## src/rtl/apss_pkg.sv

```systemverilog
// Shared types and constants of the ATA PIO sector sequencer.
// Used by the front, queue, back, top level and checker; depends on nothing.
package apss_pkg;

    localparam int SECTOR_WORDS = 256;
    localparam int WORD_CNT_W   = $clog2(SECTOR_WORDS + 1);
    localparam int POLL_W       = 24;
    localparam int LBA_W        = 28;
    localparam int DATA_W       = 16;

    localparam logic [POLL_W-1:0] POLL_LIMIT_RESET = 24'd1000000;

    localparam logic [2:0] OP_START_READ  = 3'd0;
    localparam logic [2:0] OP_START_WRITE = 3'd1;
    localparam logic [2:0] OP_STATUS      = 3'd2;
    localparam logic [2:0] OP_DEV_WORD    = 3'd3;
    localparam logic [2:0] OP_HOST_WORD   = 3'd4;

    localparam logic [7:0] ST_ERR = 8'h01;
    localparam logic [7:0] ST_DRQ = 8'h08;
    localparam logic [7:0] ST_RDY = 8'h40;
    localparam logic [7:0] ST_BSY = 8'h80;

    localparam logic [7:0] DRIVE_LBA_MASTER = 8'hE0;
    localparam logic [7:0] CMD_READ_SECTORS  = 8'h20;
    localparam logic [7:0] CMD_WRITE_SECTORS = 8'h30;
    localparam logic [7:0] CMD_FLUSH_CACHE   = 8'hE7;

    localparam logic [2:0] PORT_DATA    = 3'd0;
    localparam logic [2:0] PORT_COUNT   = 3'd2;
    localparam logic [2:0] PORT_LBA_LO  = 3'd3;
    localparam logic [2:0] PORT_LBA_MID = 3'd4;
    localparam logic [2:0] PORT_LBA_HI  = 3'd5;
    localparam logic [2:0] PORT_DRIVE   = 3'd6;
    localparam logic [2:0] PORT_CMD     = 3'd7;

    localparam logic [1:0] KIND_BUS  = 2'd0;
    localparam logic [1:0] KIND_HOST = 2'd1;
    localparam logic [1:0] KIND_DONE = 2'd2;

    localparam logic [2:0] OUT_SUCCESS    = 3'd0;
    localparam logic [2:0] OUT_NOT_READY  = 3'd1;
    localparam logic [2:0] OUT_DRQ_FAIL   = 3'd2;
    localparam logic [2:0] OUT_WRITE_FAIL = 3'd3;
    localparam logic [2:0] OUT_FLUSH_FAIL = 3'd4;

    typedef struct packed {
        logic [2:0]        operation;
        logic [LBA_W-1:0]  lba;
        logic [7:0]        status_byte;
        logic [DATA_W-1:0] data_word;
    } t_in_item;

    typedef struct packed {
        logic [1:0]        kind;
        logic              bus_write;
        logic [2:0]        port_offset;
        logic [DATA_W-1:0] value;
        logic [2:0]        outcome;
        logic              last;
    } t_out_item;

    typedef enum logic [2:0] {
        JOB_STATUS,
        JOB_FINISH,
        JOB_PROGRAM,
        JOB_READ_START,
        JOB_READ_WORD,
        JOB_WRITE_WORD,
        JOB_FLUSH
    } t_job_kind;

    typedef struct packed {
        t_job_kind         kind;
        logic [LBA_W-1:0]  lba;
        logic [DATA_W-1:0] word;
        logic              flag;
        logic [2:0]        outcome;
    } t_job;

    typedef struct packed {
        logic valid;
        t_job job;
    } t_job_chan;

endpackage

```

## src/rtl/apss_front.sv

```systemverilog
// Front part: accepts input items, runs the transfer phases and poll count,
// and emits one job per item that causes results. Depends on apss_pkg.
module apss_front import apss_pkg::*; (
    input  logic              i_clk,
    input  logic              i_rst_n,
    input  logic              i_accept,
    input  t_in_item          i_item,
    input  logic              i_cfg_we,
    input  logic [POLL_W-1:0] i_cfg_data,
    output t_job_chan         o_job
);

    typedef enum logic [2:0] {
        PH_IDLE,
        PH_WAIT_READY,
        PH_WAIT_DRQ,
        PH_READ_DATA,
        PH_WRITE_DATA,
        PH_WAIT_DONE,
        PH_WAIT_FLUSH
    } t_phase;

    typedef enum logic [1:0] {
        V_FAIL,
        V_PASS,
        V_AGAIN
    } t_verdict;

    t_phase              r_phase, n_phase;
    logic                r_is_write, n_is_write;
    logic [WORD_CNT_W-1:0] r_words, n_words;
    logic [POLL_W-1:0]   r_polls, n_polls;
    logic [LBA_W-1:0]    r_lba, n_lba;
    logic [POLL_W-1:0]   r_poll_limit;

    t_verdict            verdict;
    logic [POLL_W-1:0]   judge_polls;
    logic [7:0]          mask;
    logic [WORD_CNT_W-1:0] words_dec;

    always_comb begin
        mask = (r_phase == PH_WAIT_DRQ) ? ST_DRQ : ST_RDY;
        judge_polls = r_polls;
        if ((i_item.status_byte & ST_ERR) != 8'h00) begin
            verdict = V_FAIL;
        end else if (((i_item.status_byte & ST_BSY) == 8'h00) &&
                     ((i_item.status_byte & mask) != 8'h00)) begin
            verdict = V_PASS;
        end else if (r_polls <= POLL_W'(1)) begin
            verdict = V_FAIL;
            judge_polls = '0;
        end else begin
            verdict = V_AGAIN;
            judge_polls = r_polls - POLL_W'(1);
        end
    end

    assign words_dec = r_words - WORD_CNT_W'(1);

    always_comb begin
        n_phase    = r_phase;
        n_is_write = r_is_write;
        n_words    = r_words;
        n_polls    = r_polls;
        n_lba      = r_lba;
        o_job.valid       = 1'b0;
        o_job.job.kind    = JOB_STATUS;
        o_job.job.lba     = r_lba;
        o_job.job.word    = i_item.data_word;
        o_job.job.flag    = r_is_write;
        o_job.job.outcome = OUT_SUCCESS;
        if (i_accept) begin
            case (r_phase)
                PH_IDLE: begin
                    if (i_item.operation == OP_START_READ ||
                        i_item.operation == OP_START_WRITE) begin
                        n_lba      = i_item.lba;
                        n_is_write = (i_item.operation == OP_START_WRITE);
                        n_phase    = PH_WAIT_READY;
                        n_polls    = r_poll_limit;
                        o_job.valid = 1'b1;
                    end
                end
                PH_WAIT_READY, PH_WAIT_DRQ, PH_WAIT_DONE, PH_WAIT_FLUSH: begin
                    if (i_item.operation == OP_STATUS) begin
                        o_job.valid = 1'b1;
                        n_polls = judge_polls;
                        case (verdict)
                            V_AGAIN: o_job.job.kind = JOB_STATUS;
                            V_FAIL: begin
                                o_job.job.kind = JOB_FINISH;
                                n_phase = PH_IDLE;
                                case (r_phase)
                                    PH_WAIT_READY: o_job.job.outcome = OUT_NOT_READY;
                                    PH_WAIT_DRQ:   o_job.job.outcome = OUT_DRQ_FAIL;
                                    PH_WAIT_DONE:  o_job.job.outcome = OUT_WRITE_FAIL;
                                    default:       o_job.job.outcome = OUT_FLUSH_FAIL;
                                endcase
                            end
                            default: begin
                                case (r_phase)
                                    PH_WAIT_READY: begin
                                        o_job.job.kind = JOB_PROGRAM;
                                        n_phase = PH_WAIT_DRQ;
                                        n_polls = r_poll_limit;
                                    end
                                    PH_WAIT_DRQ: begin
                                        n_words = WORD_CNT_W'(SECTOR_WORDS);
                                        o_job.job.kind = JOB_READ_START;
                                        if (r_is_write) begin
                                            o_job.valid = 1'b0;
                                            n_phase = PH_WRITE_DATA;
                                        end else begin
                                            n_phase = PH_READ_DATA;
                                        end
                                    end
                                    PH_WAIT_DONE: begin
                                        o_job.job.kind = JOB_FLUSH;
                                        n_phase = PH_WAIT_FLUSH;
                                        n_polls = r_poll_limit;
                                    end
                                    default: begin
                                        o_job.job.kind = JOB_FINISH;
                                        n_phase = PH_IDLE;
                                    end
                                endcase
                            end
                        endcase
                    end
                end
                PH_READ_DATA: begin
                    if (i_item.operation == OP_DEV_WORD) begin
                        o_job.valid    = 1'b1;
                        o_job.job.kind = JOB_READ_WORD;
                        o_job.job.flag = (words_dec == '0);
                        n_words = words_dec;
                        if (words_dec == '0) begin
                            n_phase = PH_IDLE;
                        end
                    end
                end
                PH_WRITE_DATA: begin
                    if (i_item.operation == OP_HOST_WORD) begin
                        o_job.valid    = 1'b1;
                        o_job.job.kind = JOB_WRITE_WORD;
                        o_job.job.flag = (words_dec == '0);
                        n_words = words_dec;
                        if (words_dec == '0) begin
                            n_phase = PH_WAIT_DONE;
                            n_polls = r_poll_limit;
                        end
                    end
                end
                default: begin
                    n_phase = PH_IDLE;
                end
            endcase
        end
    end

    always_ff @(posedge i_clk) begin
        if (!i_rst_n) begin
            r_phase      <= PH_IDLE;
            r_is_write   <= 1'b0;
            r_words      <= '0;
            r_polls      <= '0;
            r_lba        <= '0;
            r_poll_limit <= POLL_LIMIT_RESET;
        end else begin
            r_phase    <= n_phase;
            r_is_write <= n_is_write;
            r_words    <= n_words;
            r_polls    <= n_polls;
            r_lba      <= n_lba;
            if (i_cfg_we) begin
                r_poll_limit <= i_cfg_data;
            end
        end
    end

endmodule

```

## src/rtl/apss_queue.sv

```systemverilog
// Two-entry job queue between the front and back parts.
// Depends on apss_pkg for the job type.
module apss_queue import apss_pkg::*; (
    input  logic      i_clk,
    input  logic      i_rst_n,
    input  t_job_chan i_push,
    input  logic      i_pop,
    output logic      o_full,
    output t_job_chan o_head
);

    t_job       r_mem [2];
    logic       r_wptr;
    logic       r_rptr;
    logic [1:0] r_count;
    logic       push_en;
    logic       pop_en;

    assign o_full      = (r_count == 2'd2);
    assign o_head.valid = (r_count != 2'd0);
    assign o_head.job   = r_mem[r_rptr];
    assign push_en = i_push.valid && !o_full;
    assign pop_en  = i_pop && o_head.valid;

    always_ff @(posedge i_clk) begin
        if (push_en) begin
            r_mem[r_wptr] <= i_push.job;
        end
    end

    always_ff @(posedge i_clk) begin
        if (!i_rst_n) begin
            r_wptr  <= 1'b0;
            r_rptr  <= 1'b0;
            r_count <= 2'd0;
        end else begin
            if (push_en) begin
                r_wptr <= !r_wptr;
            end
            if (pop_en) begin
                r_rptr <= !r_rptr;
            end
            case ({push_en, pop_en})
                2'b10:   r_count <= r_count + 2'd1;
                2'b01:   r_count <= r_count - 2'd1;
                default: r_count <= r_count;
            endcase
        end
    end

endmodule

```

## src/rtl/apss_back.sv

```systemverilog
// Back part: expands each job into its bus accesses, host words and completion,
// one result per cycle into the output register when not stalled. Uses apss_pkg.
module apss_back import apss_pkg::*; (
    input  logic      i_clk,
    input  logic      i_rst_n,
    input  t_job_chan i_head,
    output logic      o_pop,
    output logic      o_out_valid,
    input  logic      i_out_stall,
    output t_out_item o_out_item
);

    t_job       r_job;
    logic       r_busy;
    logic [2:0] r_step;
    logic       r_out_valid;
    t_out_item  r_out;
    t_out_item  res;
    logic       emit;

    assign o_pop       = !r_busy;
    assign o_out_valid = r_out_valid;
    assign o_out_item  = r_out;
    assign emit        = r_busy && (!r_out_valid || !i_out_stall);

    always_comb begin
        res.kind        = KIND_BUS;
        res.bus_write   = 1'b0;
        res.port_offset = PORT_CMD;
        res.value       = '0;
        res.outcome     = OUT_SUCCESS;
        res.last        = 1'b1;
        case (r_job.kind)
            JOB_FINISH: begin
                res.kind        = KIND_DONE;
                res.port_offset = PORT_DATA;
                res.outcome     = r_job.outcome;
            end
            JOB_PROGRAM: begin
                res.bus_write = 1'b1;
                res.last      = 1'b0;
                case (r_step)
                    3'd0: begin
                        res.port_offset = PORT_DRIVE;
                        res.value = {8'h00, DRIVE_LBA_MASTER | {4'h0, r_job.lba[27:24]}};
                    end
                    3'd1: begin
                        res.port_offset = PORT_COUNT;
                        res.value = DATA_W'(1);
                    end
                    3'd2: begin
                        res.port_offset = PORT_LBA_LO;
                        res.value = {8'h00, r_job.lba[7:0]};
                    end
                    3'd3: begin
                        res.port_offset = PORT_LBA_MID;
                        res.value = {8'h00, r_job.lba[15:8]};
                    end
                    3'd4: begin
                        res.port_offset = PORT_LBA_HI;
                        res.value = {8'h00, r_job.lba[23:16]};
                    end
                    3'd5: begin
                        res.port_offset = PORT_CMD;
                        res.value = {8'h00, r_job.flag ? CMD_WRITE_SECTORS
                                                       : CMD_READ_SECTORS};
                    end
                    default: begin
                        res.bus_write = 1'b0;
                        res.last      = 1'b1;
                    end
                endcase
            end
            JOB_READ_START: begin
                res.port_offset = PORT_DATA;
            end
            JOB_READ_WORD: begin
                res.port_offset = PORT_DATA;
                if (r_step == 3'd0) begin
                    res.kind  = KIND_HOST;
                    res.value = r_job.word;
                    res.last  = 1'b0;
                end else if (r_job.flag) begin
                    res.kind = KIND_DONE;
                end
            end
            JOB_WRITE_WORD: begin
                if (r_step == 3'd0) begin
                    res.bus_write   = 1'b1;
                    res.port_offset = PORT_DATA;
                    res.value       = r_job.word;
                    res.last        = !r_job.flag;
                end
            end
            JOB_FLUSH: begin
                if (r_step == 3'd0) begin
                    res.bus_write = 1'b1;
                    res.value     = {8'h00, CMD_FLUSH_CACHE};
                    res.last      = 1'b0;
                end
            end
            default: begin
            end
        endcase
    end

    always_ff @(posedge i_clk) begin
        if (!r_busy && i_head.valid) begin
            r_job <= i_head.job;
        end
        if (emit) begin
            r_out <= res;
        end
    end

    always_ff @(posedge i_clk) begin
        if (!i_rst_n) begin
            r_busy      <= 1'b0;
            r_step      <= 3'd0;
            r_out_valid <= 1'b0;
        end else begin
            if (!r_busy) begin
                r_busy <= i_head.valid;
                r_step <= 3'd0;
            end else if (emit) begin
                r_step <= r_step + 3'd1;
                if (res.last) begin
                    r_busy <= 1'b0;
                end
            end
            if (emit) begin
                r_out_valid <= 1'b1;
            end else if (!i_out_stall) begin
                r_out_valid <= 1'b0;
            end
        end
    end

endmodule

```

## src/rtl/ata_pio_sector_sequencer.sv

```systemverilog
// Top level of the ATA PIO LBA28 sector sequencer.
// Instantiates apss_front, apss_queue and apss_back; uses apss_pkg.
//
// Usage: input items (start read/write, status byte, device word, host word)
// enter on i_in_valid/o_in_stall/i_in_item; each is a transfer when valid is
// high and stall low. Results leave on o_out_valid/i_out_stall/o_out_item,
// at most one per cycle, the last of an item's results flagged by last.
// The poll limit is written on i_cfg_valid/o_cfg_ready/i_cfg_data; the user
// must write it only while idle, as the block does no check of this; ready is
// always high. The first result of an item passes through the queue, the back
// part's job register and the output register; the back part takes a new job
// only after it has emitted every result of the job before.
// The front part updates the transfer phase at the transfer itself and
// only stalls when the two-entry job queue is full, so it keeps accepting
// while the output waits on i_out_stall; a stalled result holds unchanged.
// Reset (synchronous, active low) returns to idle with the poll limit at
// 1000000, empties the queue and drops any pending result.
module ata_pio_sector_sequencer import apss_pkg::*; (
    input  logic              i_clk,
    input  logic              i_rst_n,
    input  logic              i_in_valid,
    output logic              o_in_stall,
    input  t_in_item          i_in_item,
    output logic              o_out_valid,
    input  logic              i_out_stall,
    output t_out_item         o_out_item,
    input  logic              i_cfg_valid,
    output logic              o_cfg_ready,
    input  logic [POLL_W-1:0] i_cfg_data
);

    t_job_chan push;
    t_job_chan head;
    logic      q_full;
    logic      pop;
    logic      accept;

    assign o_cfg_ready = 1'b1;
    assign o_in_stall  = q_full;
    assign accept      = i_in_valid && !q_full;

    apss_front u_front (
        .i_clk      (i_clk),
        .i_rst_n    (i_rst_n),
        .i_accept   (accept),
        .i_item     (i_in_item),
        .i_cfg_we   (i_cfg_valid && o_cfg_ready),
        .i_cfg_data (i_cfg_data),
        .o_job      (push)
    );

    apss_queue u_queue (
        .i_clk   (i_clk),
        .i_rst_n (i_rst_n),
        .i_push  (push),
        .i_pop   (pop),
        .o_full  (q_full),
        .o_head  (head)
    );

    apss_back u_back (
        .i_clk       (i_clk),
        .i_rst_n     (i_rst_n),
        .i_head      (head),
        .o_pop       (pop),
        .o_out_valid (o_out_valid),
        .i_out_stall (i_out_stall),
        .o_out_item  (o_out_item)
    );

endmodule

```

## config.mk

```make
export PLATFORM = sky130hd
export DESIGN_NAME = ata_pio_sector_sequencer
export DESIGN_NICKNAME = d
export VERILOG_FILES = /design/src/rtl/apss_pkg.sv /design/src/rtl/apss_front.sv /design/src/rtl/apss_queue.sv /design/src/rtl/apss_back.sv /design/src/rtl/ata_pio_sector_sequencer.sv
export SDC_FILE = /design/constraint.sdc
export NUM_CORES = 1
export LEC_CHECK = 0
export ABC_AREA = 0
export BUFFER_PORTS_ARGS = -buffer_cell sky130_fd_sc_hd__buf_2
export CORE_AREA = 2 2 157 159
export DETAILED_ROUTE_END_ITERATION = 10
export DIE_AREA = 0 0 159 161
export PLACE_DENSITY_LB_ADDON = 0.05
export SLEW_MARGIN = 5
export SYNTH_ARGS = -nofsm -noshare
export SYNTH_HDL_FRONTEND = slang
export SYNTH_SLANG_ARGS = --single-unit
export TNS_END_PERCENT = 20
```

## constraint.sdc

```tcl
create_clock -name i_clk -period 4.4 [get_ports i_clk]
set_input_delay 0.22 -clock i_clk [delete_from_list [all_inputs] [get_ports i_clk]]
set_output_delay 0.22 -clock i_clk [all_outputs]
set_load 0.01 [all_outputs]
```

After elaboration in Yosys (flattened, before gate mapping)
Memory sizes are Yosys's and may differ from the RTL's. A register that Yosys moved wholly into a read port is not among the register bits. Index checks and enable logic that the tools add are counted.

$add $sub $neg: 5. Magnitude comparators: 1. Equal/unequal tests: 35. Mux-type cells: 75. Bitwise gates (word level): 1. Reduce and logical (&&, ||, !) cells: 36.

Operator list (count): 24-bit two-way mux (9); 19-bit case mux with 6 select lines (1); 24-bit case mux with 3 select lines (1); 16-bit case mux with 4 select lines (1); 9-bit two-way mux (5); 3-bit case mux with 3 select lines (5); 3-bit two-way mux (10); 3-bit == test (second input constant) (9); 9-bit case mux with 3 select lines (1); 3-bit by 2-bit == test with 1-bit output (second input constant) (8); 24-bit by 1-bit less-or-equal comparator with 1-bit output (second input constant) (1); 24-bit by 1-bit subtractor with 24-bit output (second input constant) (1); 20-bit two-way mux (1); 4-bit two-way mux (5); 1-bit two-way mux (18); 16-bit two-way mux (1); 2-bit by 1-bit != test with 1-bit output (second input constant) (8); 3-bit by 1-bit == test with 1-bit output (second input constant) (4); 3-bit case mux with 2 select lines (2); 3-bit case mux with 4 select lines (1); 2-bit two-way mux (5); 3-bit logical NOT (3); 9-bit logical NOT (1); 9-bit by 1-bit subtractor with 9-bit output (second input constant) (1); other kinds (31) (51).

Register bits: 124. Memory bits (writable): 102. Input bits: 84. Output and inout port bits: 29. Memories: 1.

Memory list: u_queue.r_mem (words 2, width 51, read ports 1, clocked after Yosys merged registers in 1, wr ports 1, RTL line apss_queue.sv:12) `t_job r_mem [2];`.

Longest topological paths before layout
Depth in word-level cells: 16. Mapped depth: 12.

By module
From an unflattened synthesis, not the netlist that was laid out.

Cells, all modules: 1012. Area total of the unflattened synthesis: 12021.5 um2.

By module, submodules not included: apss_front (instances 1, cells an instance 620, area an instance 4859.7 um2, sequential area each 1781.7 um2); apss_queue (instances 1, cells an instance 185, area an instance 3905.0 um2, sequential area each 3163.0 um2); apss_back (instances 1, cells an instance 204, area an instance 3231.8 um2, sequential area each 2412.3 um2); ata_pio_sector_sequencer (instances 1, cells an instance 3, area an instance 25.0 um2, sequential area each 0.0 um2).

Least setup slack after synthesis
Ideal clock, no wire load.

Path kind: register to register. From: register u_front.r_phase[0]. To: memory u_queue.r_mem[0][0] in the netlist's numbering, enable pin. Arrival: 4.105 ns. Path slack: -0.165 ns. Stages on the path, launching flop included: 10. Clock period less this slack: 4.565 ns. Cell sequence: dfxtp_1 inv_1 ha_1 nor2b_2 buf_6 mux2i_1 o41ai_1 a221oi_1 inv_1 nor2_1.

Cells in the longest elaborated chain, start to end: 16.

RTL lines: start, declared (RTL line apss_front.sv:29) `t_phase r_phase, n_phase;`; start signal, assigned (RTL line apss_front.sv:170) `r_phase <= n_phase;`; 3-bit by 2-bit == test with 1-bit output (RTL line apss_front.sv:42, apss_front.sv:73, apss_front.sv:101); 7-bit two-way mux (RTL line apss_front.sv:42) `mask = (r_phase == PH_WAIT_DRQ) ? ST_DRQ : ST_RDY;`; 8-bit bitwise AND (RTL line apss_front.sv:47) `((i_item.status_byte & mask) != 8'h00)) begin`; 8-bit nonzero test (RTL line apss_front.sv:47); 1-bit logical AND (RTL line apss_front.sv:46) `end else if (((i_item.status_byte & ST_BSY) == 8'h00) &&`; 2-bit two-way mux (RTL line apss_front.sv:46); 2-bit two-way mux (RTL line apss_front.sv:44) `if ((i_item.status_byte & ST_ERR) != 8'h00) begin`; 2-bit == test or 2-bit logical NOT (tied branches) (RTL line apss_front.sv:88) `case (verdict)`; 2-bit OR reduction (no source line); 1-bit two-way mux (RTL line apss_front.sv:88); 4-bit two-way mux (RTL line apss_front.sv:85) `if (i_item.operation == OP_STATUS) begin`; 1-bit case mux with 4 select lines * (RTL line apss_front.sv:73) `case (r_phase)`; 4-bit two-way mux * (RTL line apss_front.sv:72) `if (i_accept) begin`; 1-bit logical AND * (RTL line apss_queue.sv:22) `assign push_en = i_push.valid && !o_full;`; 1-bit two-way mux * (RTL line apss_queue.sv:26) `if (push_en) begin`; 1-bit two-way mux (implied by the code) * (RTL line apss_queue.sv:27) `r_mem[r_wptr] <= i_push.job;`; end, declared (RTL line apss_queue.sv:12).

Every way passes the cells marked *; elsewhere a longest branch is shown, timed or not.

Final worst setup path
From: register u_front.r_phase[0]. To: memory u_queue.r_mem[1][47] in the netlist's numbering, enable pin.

The elaborated chain is that of the path after synthesis.

==> results.py <==
metrics = {
    "logic_synthesis": {
        "ys_ff_latch": 277,
        "ys_top_cells_by_area": "edfxtp_1 45%, dfxtp_1 17%, mux2_2 5.1%",
        "ys.warnings.count": 0,
        "syn_nets": 1095,
        "synth_cell_types": 79,
        "netlist_instances": 995,
        "synth-async-reset-ratio": 0,
        "ys.flop_type": "edfxtp_1",
        "synth_edf_count": 179,
        "ys_seq_area_frac": 0.619,
        "synthTopCellsByCount": "179 x edfxtp_1, 127 x nand2_1, 98 x dfxtp_1",
        "yosysTopAreaCell": "edfxtp_1",
        "netlist.area_leader.share": 0.454,
        "syn_avg_cell_area_um2": 11.9,
        "yosysMostFrequentCell": "edfxtp_1",
        "syn_area_um2": 11800,
    },
    "sta": {
        "worstMarginPinSlew_ps": 1160,
        "rsz0062_at_grt": "no",
        "hold_viol": 0,
        "max_freq_mhz": 291,
        "whs_ps": 45.6,
        "setup_tns_ps": 0,
        "fin_skew_ps": 12.3,
        "finalMaxSlewViolations": 0,
        "slew_headroom": 0.225,
        "fin_ws_ps": 959,
        "period_minus_slack_ps": 3440,
        "setup_viol": 0,
        "min_period_over_period": 0.782,
    },
    "floorplan": {
        "fp-row-count": 57,
        "die_x_um": 159,
        "die_h_um": 161,
        "ios": 113,
        "coreArea_um2": 24000,
        "design.die.area_um2": 25600,
        "initial_utilization": 0.494,
    },
    "route": {
        "drt-initial-drc-count": 640,
        "route.antenna.remaining_nets": 0,
        "via_per_inst": 5.42,
        "wl_per_cell_um": 17.1,
        "dr.pass1.iters": 5,
        "drc": 0,
        "vias": 8169,
        "routed_wl_um": 25800,
    },
    "run": {
        "max_cap_violations": 0,
    },
    "cells_and_area": {
        "diodes": 0,
        "area_growth_pct": 22.2,
        "finalCoreUtilization": 0.604,
        "nNetsFinal": 1260,
        "drive_gt1_frac": 0.209,
    },
    "cts": {
        "cts_resized": 0,
        "cts_tree": "done",
        "htreeDepth": 1,
        "post_cts_buffers": 0,
        "clockRootBuffer": "clkbuf_16",
        "hold_buffers": 69,
        "path_clk_slew_ps": 60,
        "numCtsBuffers": 30,
        "cts_max_path_buffers": 3,
        "clock-sinks": 277,
        "clock_latency_ps": 560,
    },
    "global_route": {
        "antenna_found_initial": 1,
        "grt_pass1_wl_um": 41800,
        "overflow": 0,
        "grt_pass1_vias": 7963,
        "grt.total_usage": 0.202,
        "grt_max_degree": 52,
    },
    "worst_setup_path": {
        "cpMaxStageDelayCell": "and2_2",
        "path_max_fanout": 20,
        "cp_cell_sequence": "inv_1 -> ha_1 -> inv_1 -> nor2_1 -> o41ai_1 -> a221oi_1 -> and2_2 -> buf_4",
        "setup.worst_path.end_class": "flip-flop",
        "crit_required_ps": 4650,
        "cp_common_cell": "inv_1",
        "r2r-start": "u_front.r_phase[0]",
        "critical_path_class": "flip-flop to flip-flop",
        "rrSetupSlack_ps": 960,
        "endpoint": "u_queue.r_mem[1][47]",
        "start_kind": "flip-flop",
        "worstRegToRegCells": 8,
        "critPathMaxStageDelay_ps": 630,
        "startpoint": "u_front.r_phase[0]",
        "worstReg2RegEnd": "u_queue.r_mem[1][47]",
        "arrival_ps": 3690,
    },
    "pwr": {
        "p_leak_nw": 5.32,
        "power_density_nw_per_um2": 540,
        "vdd_ir_drop_max_mv": 0.313,
    },
    "worst_hold_path": {
        "hold_class": "input port to flip-flop",
        "hold_depth": 3,
    },
    "place": {
        "dp.final_hpwl_um": 16300,
        "finalWeightedCongestion": 0.898,
        "dpl_worst_slack_ps": 969,
        "port_buffers": 107,
    },
    "status": {
        "status": "complete, no violations",
    },
}
## report_power, final
group          internal, mW  total (mW)  switching [mW]
Clock                  1.67        2.68            1.01
Combinational         0.659        1.62           0.963
Sequential             3.29        3.51           0.215
Total                  5.62        7.81            2.19
## layout make-up
type / count / area [µm²]
clock buffers: 36 / 813
clock inverters: 20 / 277
fillers: 1965 / 9490
inverters: 21 / 78.8
multi-input cells: 638 / 4190
flip-flops and latches: 277 / 7340
well taps: 324 / 405
repair buffers: 192 / 1370
## state kept, by name, summed over array words and instances, names as in the netlist, 2 cells and up
| name | count |
|---|---|
| u_queue.r_mem | 102 |
| u_front.r_polls | 24 |
| u_back.r_step | 3 |
| u_front.r_poll_limit | 24 |
| u_front.r_lba | 28 |
| u_queue.r_count | 2 |
| u_front.r_phase | 3 |
| u_front.r_words | 9 |
| u_back.o_out_item | 26 |
| u_back.r_job | 51 |
## placed cells by master (no fill, tap or decap), types with 5 or more instances in the layout
cell             n
a21oi_1         82
a22oi_1          7
a31oi_1          5
and2_1          20
buf_2          107
buf_4           14
bufinv_16        6
clkbuf_16       30
clkinv_1         5
clkinv_2         5
dfxtp_1         97
dlygate4sd3_1   69
edfxtp_1       179
ha_1            16
inv_1           20
mux2_2          54
mux2i_1         32
nand2_1        127
nand2b_1         7
nand3_1          9
nand4_1          5
nor2_1          61
nor2b_1          7
nor3_1          23
nor4_1          10
o211ai_1         5
o21a_1           5
o21ai_0         33
o221ai_1         5
o32ai_1         12
or3_1            9
or4_1            9
xnor2_1          5
## per-stage QoR
stage	instance area, µm²	cells	power, mW
2_1_floorplan	11800	995	4.62
3_3_place_gp	12700	1383	5.12
3_5_place_dp	12700	1383	5.14
4_1_cts	14500	1508	7.88
5_1_grt	14500	1508	8.21
6_report	14500	1508	7.81
## critical path, delay by kind of cell (launching register included)
kind	cells	cell delay (ps)
buffers and inverters	3	650
DFF	1	430
and+or+nand+nor	2	900
adders and majority gates	1	530
AOI/OAI and AO/OA	2	630
## routing by layer
metal / share of wire / track usage / vias to the layer above
met5: 0.00035 / 0 / -
met4: 0.020 / 0.0550 / 2
met3: 0.051 / 0.0324 / 44
met2: 0.44 / 0.315 / 208
met1: 0.49 / 0.295 / 3859
li1: - / - / 4056
## worst min path at each step
stage | start | end
floorplan | i_in_item[6] | u_queue.r_mem[0][10]
global placement | i_in_item[10] | u_queue.r_mem[0][14]
detailed placement | i_in_item[10] | u_queue.r_mem[0][14]
CTS | i_out_stall | u_back.r_step[2]
global route | i_out_stall | u_back.r_step[2]
finish | i_out_stall | u_back.r_step[2]
## cell families after synthesis
family | count (synthesis) | share of synthesized area
fa+ha+maj | 16 | 0.0169
xor+xnor | 7 | 0.00518
other cells | 1 | 0.000317
flops | 277 | 0.619
compound gates | 214 | 0.121
simple gates | 313 | 0.129
buf+inv | 80 | 0.0283
mux | 87 | 0.0797
(Power assumes the default switching activity.)
